**config.mk**
```make
export PLATFORM = sky130hd
export DESIGN_NAME = ssfs_ctrl
export DESIGN_NICKNAME = d
export VERILOG_FILES = /design/src/rtl/assert_macros.svh /design/src/rtl/ssfs_pkg.sv /design/src/rtl/ssfs_ctrl.sv
export SDC_FILE = /design/constraint.sdc
export NUM_CORES = 1
export LEC_CHECK = 0
export ABC_AREA = 1
export ABC_CLOCK_PERIOD_IN_PS = 1600
export BUFFER_PORTS_ARGS = -buffer_cell sky130_fd_sc_hd__buf_2
export CAP_MARGIN = 20
export CORE_MARGIN = 4
export CORE_UTILIZATION = 51
export CTS_CLUSTER_DIAMETER = 40
export DETAILED_ROUTE_END_ITERATION = 10
export GPL_TIMING_DRIVEN = 0
export PLACE_DENSITY = 0.77
export SETUP_SLACK_MARGIN = 0.1
export SYNTH_ARGS = -nofsm -noshare
export SYNTH_HDL_FRONTEND = slang
export SYNTH_SLANG_ARGS = --single-unit
```
**constraint.sdc**
```tcl
create_clock -name clk_i -period 1.6 [get_ports clk_i]
set_input_delay 0.32 -clock clk_i [delete_from_list [all_inputs] [get_ports clk_i]]
set_output_delay 0.32 -clock clk_i [all_outputs]
set_load 0.05 [all_outputs]
```
**src/rtl/assert_macros.svh**
```systemverilog
// Assertion macros shared by the spatializer RTL.
// Standalone header; included by modules that carry concurrent checks.
`ifndef ASSERT_MACROS_SVH
`define ASSERT_MACROS_SVH

// Same-cycle implication, disabled during reset.
`define ASSERT_IMPLIES(label, clk, rst_n, ante, cons, msg) \
  label: assert property (@(posedge clk) disable iff (!rst_n) (ante) |-> (cons)) \
    else $error(msg);

// Next-cycle implication, disabled during reset.
`define ASSERT_NEXT(label, clk, rst_n, ante, cons, msg) \
  label: assert property (@(posedge clk) disable iff (!rst_n) (ante) |=> (cons)) \
    else $error(msg);

`endif

```
**src/rtl/ssfs_pkg.sv**
```systemverilog
// Package for the sparse-tap stereo spatializer: payload structs, command codes,
// controller/datapath command and status structs. No dependencies.
package ssfs_pkg;

  localparam int HISTORY_DEPTH_DEF = 1024;
  localparam int MAX_TAPS_DEF      = 32;

  localparam int SAMPLE_W = 16;
  localparam int SLOT_W   = 5;
  localparam int DELAY_W  = 10;
  localparam int COUNT_W  = 6;
  localparam int CFG_IDX_W = 2;
  localparam int FRAC_BITS = 14;

  localparam logic [CFG_IDX_W-1:0] CFG_LEFT_TAP_COUNT  = 2'd0;
  localparam logic [CFG_IDX_W-1:0] CFG_RIGHT_TAP_COUNT = 2'd1;

  localparam logic signed [SAMPLE_W-1:0] SAT_MAX = 16'sh7fff;
  localparam logic signed [SAMPLE_W-1:0] SAT_MIN = 16'sh8000;

  typedef enum logic [1:0] {
    CMD_SAMPLE    = 2'd0,
    CMD_LEFT_TAP  = 2'd1,
    CMD_RIGHT_TAP = 2'd2,
    CMD_UNUSED    = 2'd3
  } cmd_e;

  typedef struct packed {
    cmd_e                        cmd;
    logic signed [SAMPLE_W-1:0]  sample_in;
    logic [SLOT_W-1:0]           tap_slot;
    logic [DELAY_W-1:0]          tap_delay;
    logic signed [SAMPLE_W-1:0]  tap_weight;
  } in_t;

  typedef struct packed {
    logic signed [SAMPLE_W-1:0] left_out;
    logic signed [SAMPLE_W-1:0] right_out;
    logic                       clipped;
  } out_t;

  typedef struct packed {
    logic clr_we;
    logic in_take;
    logic red_step;
    logic tap_we;
    logic hist_we;
    logic acc_clr;
    logic issue;
    logic sel_right;
    logic keep_left;
    logic out_load;
    logic wp_adv;
  } ctl_cmd_t;

  typedef struct packed {
    logic clr_last;
    logic slot_ok;
    logic red_done;
    logic issue_last;
    logic pipe_busy;
    logic out_free;
  } ctl_status_t;

endpackage

```
**src/rtl/ssfs_ctrl.sv**
```systemverilog
// Sequencer for the spatializer: clear pass, tap loads, per-channel MAC loops.
// Depends on ssfs_pkg; drives ssfs_datapath through ctl_cmd_t.
module ssfs_ctrl (
  input  logic                  clk_i,
  input  logic                  rst_ni,
  input  logic                  in_valid_i,
  output logic                  in_ready_o,
  input  ssfs_pkg::cmd_e        in_cmd_i,
  input  ssfs_pkg::ctl_status_t status_i,
  output ssfs_pkg::ctl_cmd_t    cmd_o
);

  typedef enum logic [8:0] {
    ST_CLEAR  = 9'b000000001,
    ST_IDLE   = 9'b000000010,
    ST_REDUCE = 9'b000000100,
    ST_SAMPLE = 9'b000001000,
    ST_LTAP   = 9'b000010000,
    ST_LWAIT  = 9'b000100000,
    ST_RTAP   = 9'b001000000,
    ST_RWAIT  = 9'b010000000,
    ST_DONE   = 9'b100000000
  } state_e;

  state_e state_q, state_d;

  assign in_ready_o = (state_q == ST_IDLE);

  always_comb begin
    state_d = state_q;
    cmd_o   = '0;
    unique case (state_q)
      ST_CLEAR: begin
        cmd_o.clr_we = 1'b1;
        if (status_i.clr_last) state_d = ST_IDLE;
      end
      ST_IDLE: begin
        if (in_valid_i) begin
          cmd_o.in_take = 1'b1;
          if (in_cmd_i == ssfs_pkg::CMD_SAMPLE) begin
            state_d = ST_SAMPLE;
          end else if ((in_cmd_i == ssfs_pkg::CMD_LEFT_TAP ||
                        in_cmd_i == ssfs_pkg::CMD_RIGHT_TAP) && status_i.slot_ok) begin
            state_d = ST_REDUCE;
          end
        end
      end
      ST_REDUCE: begin
        if (status_i.red_done) begin
          cmd_o.tap_we = 1'b1;
          state_d      = ST_IDLE;
        end else begin
          cmd_o.red_step = 1'b1;
        end
      end
      ST_SAMPLE: begin
        cmd_o.hist_we = 1'b1;
        cmd_o.acc_clr = 1'b1;
        state_d       = ST_LTAP;
      end
      ST_LTAP: begin
        if (status_i.issue_last) state_d = ST_LWAIT;
        else cmd_o.issue = 1'b1;
      end
      ST_LWAIT: begin
        if (!status_i.pipe_busy) begin
          cmd_o.keep_left = 1'b1;
          cmd_o.acc_clr   = 1'b1;
          state_d         = ST_RTAP;
        end
      end
      ST_RTAP: begin
        cmd_o.sel_right = 1'b1;
        if (status_i.issue_last) state_d = ST_RWAIT;
        else cmd_o.issue = 1'b1;
      end
      ST_RWAIT: begin
        cmd_o.sel_right = 1'b1;
        if (!status_i.pipe_busy) state_d = ST_DONE;
      end
      ST_DONE: begin
        if (status_i.out_free) begin
          cmd_o.out_load = 1'b1;
          cmd_o.wp_adv   = 1'b1;
          state_d        = ST_IDLE;
        end
      end
      default: state_d = ST_CLEAR;
    endcase
  end

  always_ff @(posedge clk_i or negedge rst_ni) begin
    if (!rst_ni) begin
      state_q <= ST_CLEAR;
    end else begin
      state_q <= state_d;
    end
  end

endmodule

```
==> results of run 1 <==
[timing repair]
action	in CTS
setup buffers	20
hold buffers	1
endpoints found under the hold margin	8
pin swaps	12
gates resized for setup	45
setup endpoints to repair	14
[stage by stage]
step | TNS (ns) | setup WS, ns | cell area (um^2)
4_1_cts | -2.90 | -0.320 | 1440
2_1_floorplan | -0.348 | -0.108 | 971
3_5_place_dp | -1.22 | -0.246 | 1100
3_3_place_gp | -1.09 | -0.244 | 1100
[cells by family after synthesis]
logic type / count (synthesis) / synth area share (%)
adders and majority gates: 1 / 1.41
DFF: 9 / 25.6
buffers and inverters: 28 / 12.3
and+or+nand+nor: 88 / 59.5
AOI/OAI and AO/OA: 2 / 1.13
==> results.md, run 1 <==
- Stopping stage: global routing
- Seq/Total Area, Yosys: between 20% and 30%
- Error: [ERROR DPL-0038] Utilization greater than 100%, impossible to legalize
- Most frequent cell after synthesis: inv_1
- # clock sinks: 9
- Post-synth EDFFs: 0
- Die W: 49.6 um
- Post-DP HPWL: about 1.6 mm
- Num CTS Buffers: 3
- Type of pin the worst path ends at: primary output
- Largest net degree at the start of global routing: 10
- Die H: ~50 um
- List of most frequent post-synthesis cells: inv_1 (23), nand2_1 (22), nor2_1 (20), nand3_1 (15)
- Initial Util: 56.1%
- Row Count: 14
- Status: aborted with a tool error
- Area contributors post-synth: dfrtp_1 (23%), inv_1 (9.8%), nand2_1 (9.3%), nand3_1 (8.5%), nor2_1 (8.5%)
- H-Tree Depth: 1
- Post-synth top area share: between 20% and 30%
- #FFs+latches synth: 9
- IO Pins: 23
- Syn Nets: between 100 and 150
- Yosys warning count: 0
- Global placement routability congestion: about 0.84
- Biggest area consumer among synthesized cells: dfrtp_1
- Yosys cell types: 22
- Clock Path Buffers: 2
- Cell count after synthesis: 128
- Mean cell area of the mapped netlist: roughly 6.9 um^2
- Syn Std Cell Area: around 880 um^2
- Async SR Flop Fraction: 100%
- Ys flop type: dfrtp_1
- I/O Buffers: 22
- Grt repair worst endpoint: cmd_o[3]
- Cell total after placement: between 150 and 200
- CTS root buf: clkbuf_4
==> inputs of run 2 (changes only) <==
CORE_AREA = 4 4 65 67   (was not set)
CORE_MARGIN = not set   (was 4)
CORE_UTILIZATION = not set   (was 51)
CTS_CLUSTER_DIAMETER = not set   (was 40)
DIE_AREA = 0 0 69 71   (was not set)
PLACE_DENSITY = not set   (was 0.77)
PLACE_DENSITY_LB_ADDON = 0.15   (was not set)
SETUP_SLACK_MARGIN = not set   (was 0.1)
==> run 2 against run 1 <==
The flow now finishes, with violations (negative setup slack). Synthesized area unchanged. Synthesized cell count is the same.
==> results.md, run 2 <==
- Post-synth EDFFs: 0 (unchanged)
- Max VDD drop: between 400 and 500 uV
- Design area: roughly 1700 um^2
- Seq/Total Area, Yosys: 25.6% (unchanged)
- H-Tree Depth: 1 (unchanged)
- Share of cells above drive strength 1: between 60% and 70%
- Final Cycle Share: 119%
- CTS tree: done
- List of most frequent post-synthesis cells: inv_1 (23), nand2_1 (22), nor2_1 (20), nand3_1 (15)
- Row Count: 22 (+8)
- TNS Setup: -3.06 ns
- Final hold slack: ~0.37 ns
- Final slew viol count: 0
- Power per cell area: 972 nW/um^2
- Most frequent cell after synthesis: inv_1
- Global-route wire length before repair: between 4 and 5 mm
- Lkg Pwr: roughly 0.84 nW
- DRT antenna net count: 0
- Max Clock Skew: between 0.0015 and 0.002 ns
- Minimum clock period: 1.91 ns
- Async SR Flop Fraction: 100% (unchanged)
- Failing checks: negative setup slack
- Setup CP Type: reg2out
- Slew HR: 75.5%
- Most common cell after layout, fill and taps aside: buf_4
- Ys flop type: dfrtp_1
- Post-synth top area share: 22.6% (unchanged)
- Initial Util: 24.3% (-32 points)
- #FFs+latches synth: 9 (unchanged)
- Area contributors post-synth: dfrtp_1 (23%), inv_1 (9.8%), nand2_1 (9.3%), nand3_1 (8.5%), nor2_1 (8.5%)
- Largest Register: state_q
- Mean cell area of the mapped netlist: 6.91 um^2 (unchanged)
- Cell total after placement: 198 (+19%)
- Total track usage: 11.5%
- Vias/cell: roughly 4.3
- Max reg flops: 9
- DR vias: a little over 1k
- Syn Nets: 140 (unchanged)
- Global placement routability congestion: 0.778 (-7.6%)
- Worst hold path class: in2reg
- Largest fanout on the critical path: 5
- Drt wl/cell: around 12 um
- Crit path capture type: primary output
- Die W: 69 um (+39%)
- IO Pins: 23 (unchanged)
- CTS clk-pin slew, worst paths: ~0.040 ns
- Final nets: 200
- Largest net degree at the start of global routing: 10
- Cell count after synthesis: 128 (unchanged)
- Fmax: 524 MHz
- CP Data Arrival Time: 1.59 ns
- Layout area overhead: 92.5%
- Cell breakdown of the critical path: nor2_4, nand2_4, nor4_4, nor2_2, inv_2, buf_8
- # clock sinks: 9 (unchanged)
- Post-DP HPWL: 1.85 mm (+13%)
- CTS root buf: clkbuf_8
- Yosys cell types: 22 (unchanged)
- Core ar.: between 3000 and 4000 um^2
- CP peak stage delay: approximately 0.40 ns
- RSZ-0062 raised after global routing: yes
- Initial antenna violation count: 0
- Most frequent cells in the layout: buf_4 (24), nand2_1 (20), nor2_4 (16)
- DRC Markers: 0
- I/O Buffers: 22 (unchanged)
- Routed wire length: ~2.8 mm
- Vias in the first global route: 1015
- Final setup fails: 20
- Critical Path Source Type: flip-flop
- Final Hold Viols: 0
- Final WS setup: -0.310 ns
- Final Non-Filler Cells: 235
- Syn Std Cell Area: 885 um^2 (unchanged)
- Post-layout util: between 40% and 50%
- Top flop regs: state_q x9
- Antenna cells: 0
- Die H: 71 um (+43%)
- Drt first pass iters: 4
- Num CTS Buffers: 3 (unchanged)
- Die area: 4900 um^2
- Clock Path Buffers: 2 (unchanged)
- Iter 0 DRT Violations: 28
- Placed cell area: 1130 um^2 (+2.8%)
- Biggest area consumer among synthesized cells: dfrtp_1
- Yosys warning count: 0 (unchanged)
- Slew @ Worst Pin: roughly 0.37 ns
- Critical Path Slowest Stage Cell: dfrtp_1
- Clock latency at the later pin of the worst-skew pair: roughly 0.23 ns
- Max cap viols: 0
- Status: finished, violations left
- Worst EP required: roughly 1.3 ns
- Gr ovfl total: 0
run 2: timing repair:
item,in CTS,in global routing
setup endpoints to repair,12,21
setup buffers,25,10
hold endpoints to repair,8,0
hold buffers,1,0
pin swaps,15,20
gates resized for setup,60,24
run 2: final cells by class:
type                       instances  area [um^2]
fill                             369         1930
multi-input combinational         91          749
timing repair buffer              55          492
sequential                         9          231
inverter                          27          114
tap                               48         60.1
clock buffer                       4         45.0
buffer                             1         11.3
run 2: final timing paths:
path	cells past startpoint	end	startpoint	slack, ns
worst max-delay path	6	cmd_o[3]	state_q[2]$_DFFE_PN0P_	-0.31
min in group asynchronous	2	state_q[3]$_DFFE_PN0P_	rst_ni	0.48
worst max register to register	12	state_q[4]$_DFFE_PN0P_	state_q[0]$_DFFE_PN1P_	-0.11
max in group asynchronous	2	state_q[0]$_DFFE_PN1P_	rst_ni	0.88
worst min-delay path	4	state_q[0]$_DFFE_PN1P_	status_i[5]	0.37
worst min register to register	2	state_q[5]$_DFFE_PN0P_	state_q[5]$_DFFE_PN0P_	0.55
run 2: power by group:
part	total [W]	switching, W	internal (W)
logic	0.00110	0.000625	0.000473
registers	0.000301	0.0000307	0.000271
clock network	0.000256	0.0000830	0.000173
run 2: layer usage:
| metal | track usage, % | wire length [um] | up-vias | share of wire, % |
|---|---|---|---|---|
| met5 | 0 | 0 | - | 0 |
| met4 | 4.99 | 61 | 0 | 2.2 |
| met3 | 2.13 | 89 | 6 | 3.2 |
| met2 | 19.9 | 1430 | 19 | 51 |
| met1 | 13.9 | 1200 | 473 | 43 |
| li1 | - | - | 518 | - |
run 2: logic make-up (layout without fill, tap and decap cells):
logic type | after synthesis | after routing | share of synthesized area [%]
buffers and inverters | 28 | 87 | 12.3
AO/OA/AOI/OAI | 2 | 2 | 1.13
flip-flops | 9 | 9 | 25.6
adder cells (fa/ha/maj) | 1 | 1 | 1.41
AND/OR/NAND/NOR | 88 | 88 | 59.5
run 2: per-stage QoR:
step / setup WS (ns) / power [W]
2_1_floorplan: -0.108 / 0.000855
3_3_place_gp: -0.310 / 0.000999
3_5_place_dp: -0.292 / 0.000996
4_1_cts: -0.293 / 0.00152
5_1_grt: -0.366 / 0.00177
6_report: -0.310 / 0.00166
run 2: critical path, delay by kind of cell (launching register included):
kind,cells,cell delay (ns)
and+or+nand+nor,4,0.74
DFF,1,0.40
buffers and inverters,2,0.22
No activity file was read; power rests on OpenSTA's default activity.
==> inputs of run 3 (changes only) <==
SETUP_SLACK_MARGIN = 0.02   (was not set)
==> run 3 against run 2 <==
The run still ends with negative setup slack left. Sequential power is essentially flat. Sequential share of layout area shrank 0.17 points. Cell count increased by 0.85%. Die area unchanged. Critical path type unchanged. Largest cell class unchanged.
==> results.md, run 3 (same netlist as run 2, synthesis figures left out) <==
- Status: finished, violations left
- Failing checks: negative setup slack
- Clock latency at the later pin of the worst-skew pair: 0.23 ns (about the same)
- Global placement routability congestion: 0.778 (unchanged)
- Die W: 69 um (unchanged)
- CP Data Arrival Time: 1.59 ns (about the same)
- Cell breakdown of the critical path: nor2_4, nand2_4, nor4_4, nor2_2, inv_2, buf_8
- Final Hold Viols: 0 (unchanged)
- Largest net degree at the start of global routing: 10 (unchanged)
- Min-Delay Path Depth: 4 (unchanged)
- Slew @ Worst Pin: 0.369 ns (+0.00383 ns)
- CTS tree: done
- Post-DP HPWL: 1.85 mm (unchanged)
- Worst hold path class: in2reg
- Largest Register: state_q
- Drt first pass iters: 4 (unchanged)
- Power per cell area: 967 nW/um^2 (-0.54%)
- Total track usage: 11.5% (+0.030 points)
- Top flop regs: state_q x9
- Worst Reg-to-Reg Cells: 12 (unchanged)
- I/O Buffers: 22 (unchanged)
- Num CTS Buffers: 3 (unchanged)
- Vias/cell: 4.38 (+1.2%)
- Initial antenna violation count: 0 (unchanged)
- Critical Path Slowest Stage Cell: dfrtp_1
- Cell total after placement: 198 (unchanged)
- Lkg Pwr: 0.847 nW (+1.2%)
- Slew HR: 75.2% (-0.26 points)
- Max Clock Skew: 0.000395 ns (-0.00142 ns)
- Drt wl/cell: 11.6 um (-1.7%)
- Global-route wire length before repair: 4.64 mm (+0.15%)
- DR vias: 1037 (+2.1%)
- Routed wire length: 2.76 mm (-0.86%)
- Minimum clock period: 1.91 ns (-0.00389 ns)
- CTS clk-pin slew, worst paths: 0.04 ns (about the same)
- Max reg flops: 9 (unchanged)
- Max cap viols: 0 (unchanged)
- Most frequent cells in the layout: buf_4 (25), nand2_1 (20), nor2_4 (17)
- Final setup fails: 20 (unchanged)
- Final hold slack: 0.360 ns (-0.00550 ns)
- Final slew viol count: 0 (unchanged)
- CP bufs+invs: 2 (unchanged)
- Fmax: 525 MHz (+0.20%)
- Die H: 71 um (unchanged)
- Most common cell after layout, fill and taps aside: buf_4
- Antenna cells: 0 (unchanged)
- TNS Setup: -3.07 ns (-0.0175 ns)
- Vias in the first global route: 1018 (+0.30%)
- Core ar.: 3630 um^2 (unchanged)
- H-Tree Depth: 1 (unchanged)
- Final Cycle Share: 119% (-0.24 points)
- Crit path capture type: primary output
- Layout fillers: 363 (-1.6%)
- Critical Path Source Type: flip-flop
- Largest fanout on the critical path: 5 (unchanged)
- Share of cells above drive strength 1: 65.1% (-0.16 points)
- Iter 0 DRT Violations: 59 (+110%)
- Max VDD drop: 403 uV (-1.3%)
- IO Pins: 23 (unchanged)
- Final Non-Filler Cells: 237 (+0.85%)
- Setup WS pre-CTS: -0.292 ns (unchanged)
- CTS root buf: clkbuf_8
- DRC Markers: 0 (unchanged)
- Final WS setup: -0.306 ns (+0.00389 ns)
- RSZ-0062 raised after global routing: yes
- Worst EP required: 1.28 ns (about the same)
- Row Count: 22 (unchanged)
- Gr ovfl total: 0 (unchanged)
- Delay-heaviest family, CP: simple AND/OR/NAND/NOR gates
- DRT antenna net count: 0 (unchanged)
- Layout area overhead: 94.9%
- Setup CP Type: reg2out
- CP peak stage delay: 0.40 ns (about the same)
- Die area: 4900 um^2 (unchanged)
- Critical path depth: 6 (unchanged)
- Final nets: 202 (+1.0%)
- Clock Path Buffers: 2 (unchanged)
- # clock sinks: 9 (unchanged)
- Initial Util: 24.3% (unchanged)
## run 3: final timing paths
| check | startpoint | endpoint | slack (ns) |
|---|---|---|---|
| min in group asynchronous | rst_ni | state_q[3]$_DFFE_PN0P_ | 0.48 |
| max in group asynchronous | rst_ni | state_q[0]$_DFFE_PN1P_ | 0.87 |
| setup reg to reg | state_q[2]$_DFFE_PN0P_ | state_q[7]$_DFFE_PN0P_ | -0.14 |
| hold reg to reg | state_q[5]$_DFFE_PN0P_ | state_q[5]$_DFFE_PN0P_ | 0.55 |
| hold / removal | status_i[5] | state_q[0]$_DFFE_PN1P_ | 0.36 |
| setup / recovery | state_q[2]$_DFFE_PN0P_ | cmd_o[3] | -0.31 |
## run 3: what timing repair did
| action | 4_1_cts | 5_1_grt |
|---|---|---|
| buffers inserted | 25 | 12 |
| hold endpoints to repair | 8 | 0 |
| hold buffers | 1 | 0 |
| setup endpoints to repair | 13 | 21 |
| pin swaps | 15 | 18 |
| resized for setup | 60 | 26 |
## run 3: final cells by class
cell class,instances,area (um^2),share of cell area (%)
Inverter,27,116,6.75
Clock buffer,4,45.0,2.61
Buffer,1,11.3,0.653
Multi-Input combinational cell,91,749,43.5
Sequential cell,9,231,13.4
Timing Repair Buffer,57,510,29.6
Tap cell,48,60.1,3.48
## run 3: tightest hold or removal path, stage by stage
cell and delay, ns:
buf_2 0.08, inv_1 0.05, nand2_1 0.07, nand2_1 0.06
## run 3: report_power, final
part           internal (W)  total, W  switching, W
clock network      0.000173  0.000253     0.0000802
registers          0.000271  0.000301     0.0000307
logic              0.000488   0.00111      0.000625
total              0.000931   0.00167      0.000736
## run 3: through the flow
stage          util, %  power [W]  area (um^2)
2_1_floorplan        -   0.000855          962
3_3_place_gp      31.2   0.000999         1130
3_5_place_dp      31.2   0.000996         1130
4_1_cts           43.1    0.00152         1570
5_1_grt           47.5    0.00178         1720
6_report          47.5    0.00167         1720
## run 3: routing by layer
metal	wire length [um]	vias up	track usage (%)
li1	-	529	-
met1	1210	475	13.9
met2	1370	25	19.9
met3	106	8	2.13
met4	74	0	4.99
met5	0	-	0
==> inputs of run 4 (changes only) <==
REMOVE_ABC_BUFFERS = 1   (was not set)
==> run 4 against run 3 <==
Die area is the same. Power hardly changed. Global-route usage is 0.44 points lower. The flow still finishes with violations (negative setup slack). Highest routed layer unchanged. Via count increased by 0.58%. Maximum frequency barely moved. Critical path type unchanged.
==> results.md, run 4 (same netlist as run 2, synthesis figures left out) <==
- Metal3 WL: 132 um (+25%)
- Int Power: 0.000914 W (-1.8%)
- Largest Register: state_q
- Num CTS Buffers: 3 (unchanged)
- CP Data Arrival Time: 1.58 ns (about the same)
- Worst R2R Setup Slack: -0.13 ns (about the same)
- Critical Path Slowest Stage Cell: dfrtp_2
- Vias/cell: 4.42 (+1.0%)
- # clock sinks: 9 (unchanged)
- Drt first pass iters: 4 (unchanged)
- Clock Path Buffers: 2 (unchanged)
- Combinational Power Share: 66.6% (about the same)
- Register share of total power: 18.1% (about the same)
- Max reg flops: 9 (unchanged)
- Layout fillers: 368 (+1.4%)
- Global placement routability congestion: 0.777 (-0.12%)
- Layout area overhead: 87.1%
- Global-route wire length before repair: 4.40 mm (-5.0%)
- Power per cell area: 1010 nW/um^2 (+4.2%)
- Antenna cells: 0 (unchanged)
- Max VDD drop: 550 uV (+36%)
- Clock share of power: 15.3% (about the same)
- DR vias: 1043 (+0.58%)
- CTS root buf: clkbuf_8
- CP peak stage delay: 0.44 ns (+0.04 ns)
- TNS Setup: -3.35 ns (-0.281 ns)
- Setup CP Type: reg2out
- Clock latency at the later pin of the worst-skew pair: 0.23 ns (about the same)
- Final nets: 201 (-0.50%)
- Fmax: 525 MHz (about the same)
- Row Count: 22 (unchanged)
- Vias in the first global route: 976 (-4.1%)
- Die area: 4900 um^2 (unchanged)
- Largest net degree at the start of global routing: 10 (unchanged)
- Die H: 71 um (unchanged)
- Iter 0 DRT Violations: 24 (-59%)
- Most frequent cells in the layout: buf_4 (29), inv_1 (17), buf_6 (14)
- CTS tree: done
- I/O Buffers: 22 (unchanged)
- WL met2: 1.45 mm (+5.8%)
- Post-DP HPWL: 1.82 mm (-1.6%)
- Initial Util: 24.3% (unchanged)
- Final Cycle Share: 119% (about the same)
- Share of cells above drive strength 1: 65.4% (+0.35 points)
- Met1 WL: 1.13 mm (-6.1%)
- Largest fanout on the critical path: 4 (-1)
- H-Tree Depth: 1 (unchanged)
- Final Hold Viols: 0 (unchanged)
- DRT antenna net count: 0 (unchanged)
- IO Pins: 23 (unchanged)
- Die W: 69 um (unchanged)
- Critical Path Source Type: flip-flop
- Final WS setup: -0.304 ns (+0.00189 ns)
- Crit path capture type: primary output
- Initial antenna violation count: 0 (unchanged)
- Gr ovfl total: 0 (unchanged)
- Total track usage: 11.1% (-0.44 points)
- Drt wl/cell: 11.9 um (+2.6%)
- CTS clk-pin slew, worst paths: 0.04 ns (about the same)
- Highest Signal Layer: met4
- Worst EP required: 1.28 ns (about the same)
- Max cap viols: 0 (unchanged)
- Minimum clock period: 1.90 ns (-0.00189 ns)
- Cell breakdown of the critical path: nor2_4, nand2_4, nor2_8, nand4_1, nor2_2, buf_6
- Switching share of power: 45.2% (+1.0 points)
- Switch Pwr: 0.000753 W (+2.3%)
- Worst hold path class: in2reg
- Slew HR: 78.9% (+3.7 points)
- DRC Markers: 0 (unchanged)
- Slew @ Worst Pin: 0.314 ns (-0.0548 ns)
- Max Clock Skew: 0.00356 ns (+0.00317 ns)
- Routed wire length: 2.82 mm (+2.1%)
- Final hold slack: 0.339 ns (-0.0211 ns)
- Core ar.: 3630 um^2 (unchanged)
- Status: finished, violations left
- Top flop regs: state_q x9
- Final setup fails: 20 (unchanged)
- Failing checks: negative setup slack
- RSZ-0062 raised after global routing: yes
- Final slew viol count: 0 (unchanged)
- Lkg Pwr: 0.840 nW (-0.82%)
- Most common cell after layout, fill and taps aside: buf_4
run 4: changes by cell type in the layout (fill, tap and decap cells not counted), moves of 2 or more:
cell     delta
nor2_4      -7
buf_4       +4
nand2_2     +7
nor2_2      +3
nand2_1     -7
nand3_4     +2
nor2_1      +4
buf_8       -4
inv_1       +2
run 4: stage by stage:
| step | cell area [um^2] | total power, W | setup slack [ns] | cells | util [%] |
|---|---|---|---|---|---|
| final | 1660 | 0.00167 | -0.304 | 236 | 45.6 |
| after CTS | 1490 | 0.00150 | -0.275 | 228 | 41.0 |
| after floorplan | 877 | 0.000834 | -0.948 | 127 | - |
| after global placement | 1050 | 0.000974 | -0.308 | 197 | 28.8 |
| after global routing | 1660 | 0.00177 | -0.415 | 236 | 45.6 |
| after detailed placement | 1050 | 0.000973 | -0.304 | 197 | 28.8 |
run 4: critical path: cells and delay by family (launching register included):
| kind | cells | cell delay, ns |
|---|---|---|
| buffers and inverters | 1 | 0.18 |
| and+or+nand+nor | 5 | 0.75 |
| DFF | 1 | 0.44 |
run 4: final cells by class:
class | count | area [um^2] | area share [%]
Multi-Input combinational cell | 91 | 729 | 44.1
Clock buffer | 4 | 45.0 | 2.72
Timing Repair Buffer | 57 | 480 | 29.0
Tap cell | 48 | 60.1 | 3.63
Sequential cell | 9 | 231 | 14.0
Inverter | 27 | 109 | 6.58
run 4: per-layer routing:
| layer | global-route usage [%] | vias to the layer above |
|---|---|---|
| met3 | 1.99 | 10 |
| met2 | 18.6 | 31 |
| li1 | - | 522 |
| met5 | 0 | - |
| met4 | 6.72 | 0 |
| met1 | 13.1 | 480 |
run 4: path summary, 6_finish.rpt:
kind                                           to  cells past startpoint                    from
max                                      cmd_o[8]                      6  state_q[6]$_DFFE_PN0P_
min                        state_q[0]$_DFFE_PN1P_                      4             status_i[5]
max reg2reg                state_q[4]$_DFFE_PN0P_                     12  state_q[6]$_DFFE_PN0P_
min reg2reg                state_q[6]$_DFFE_PN0P_                      2  state_q[6]$_DFFE_PN0P_
max in group asynchronous  state_q[0]$_DFFE_PN1P_                      2                  rst_ni
min in group asynchronous  state_q[1]$_DFFE_PN0P_                      2                  rst_ni
run 4: power groups by stage:
stage	Combinational [W]	Clock (W)	Sequential, W
CTS	0.000934	0.000263	0.000301
global route	0.00118	0.000280	0.000306
finish	0.00111	0.000255	0.000302
floorplan	0.000526	0	0.000308
global placement	0.000661	0	0.000314
detailed placement	0.000660	0	0.000313
run 4: timing repair:
action	in CTS	in global routing
buffers inserted	26	10
endpoints found under the hold margin	8	0
pin swaps	16	17
hold buffers	1	0
endpoints found under the setup margin	12	21
resized for setup	61	29
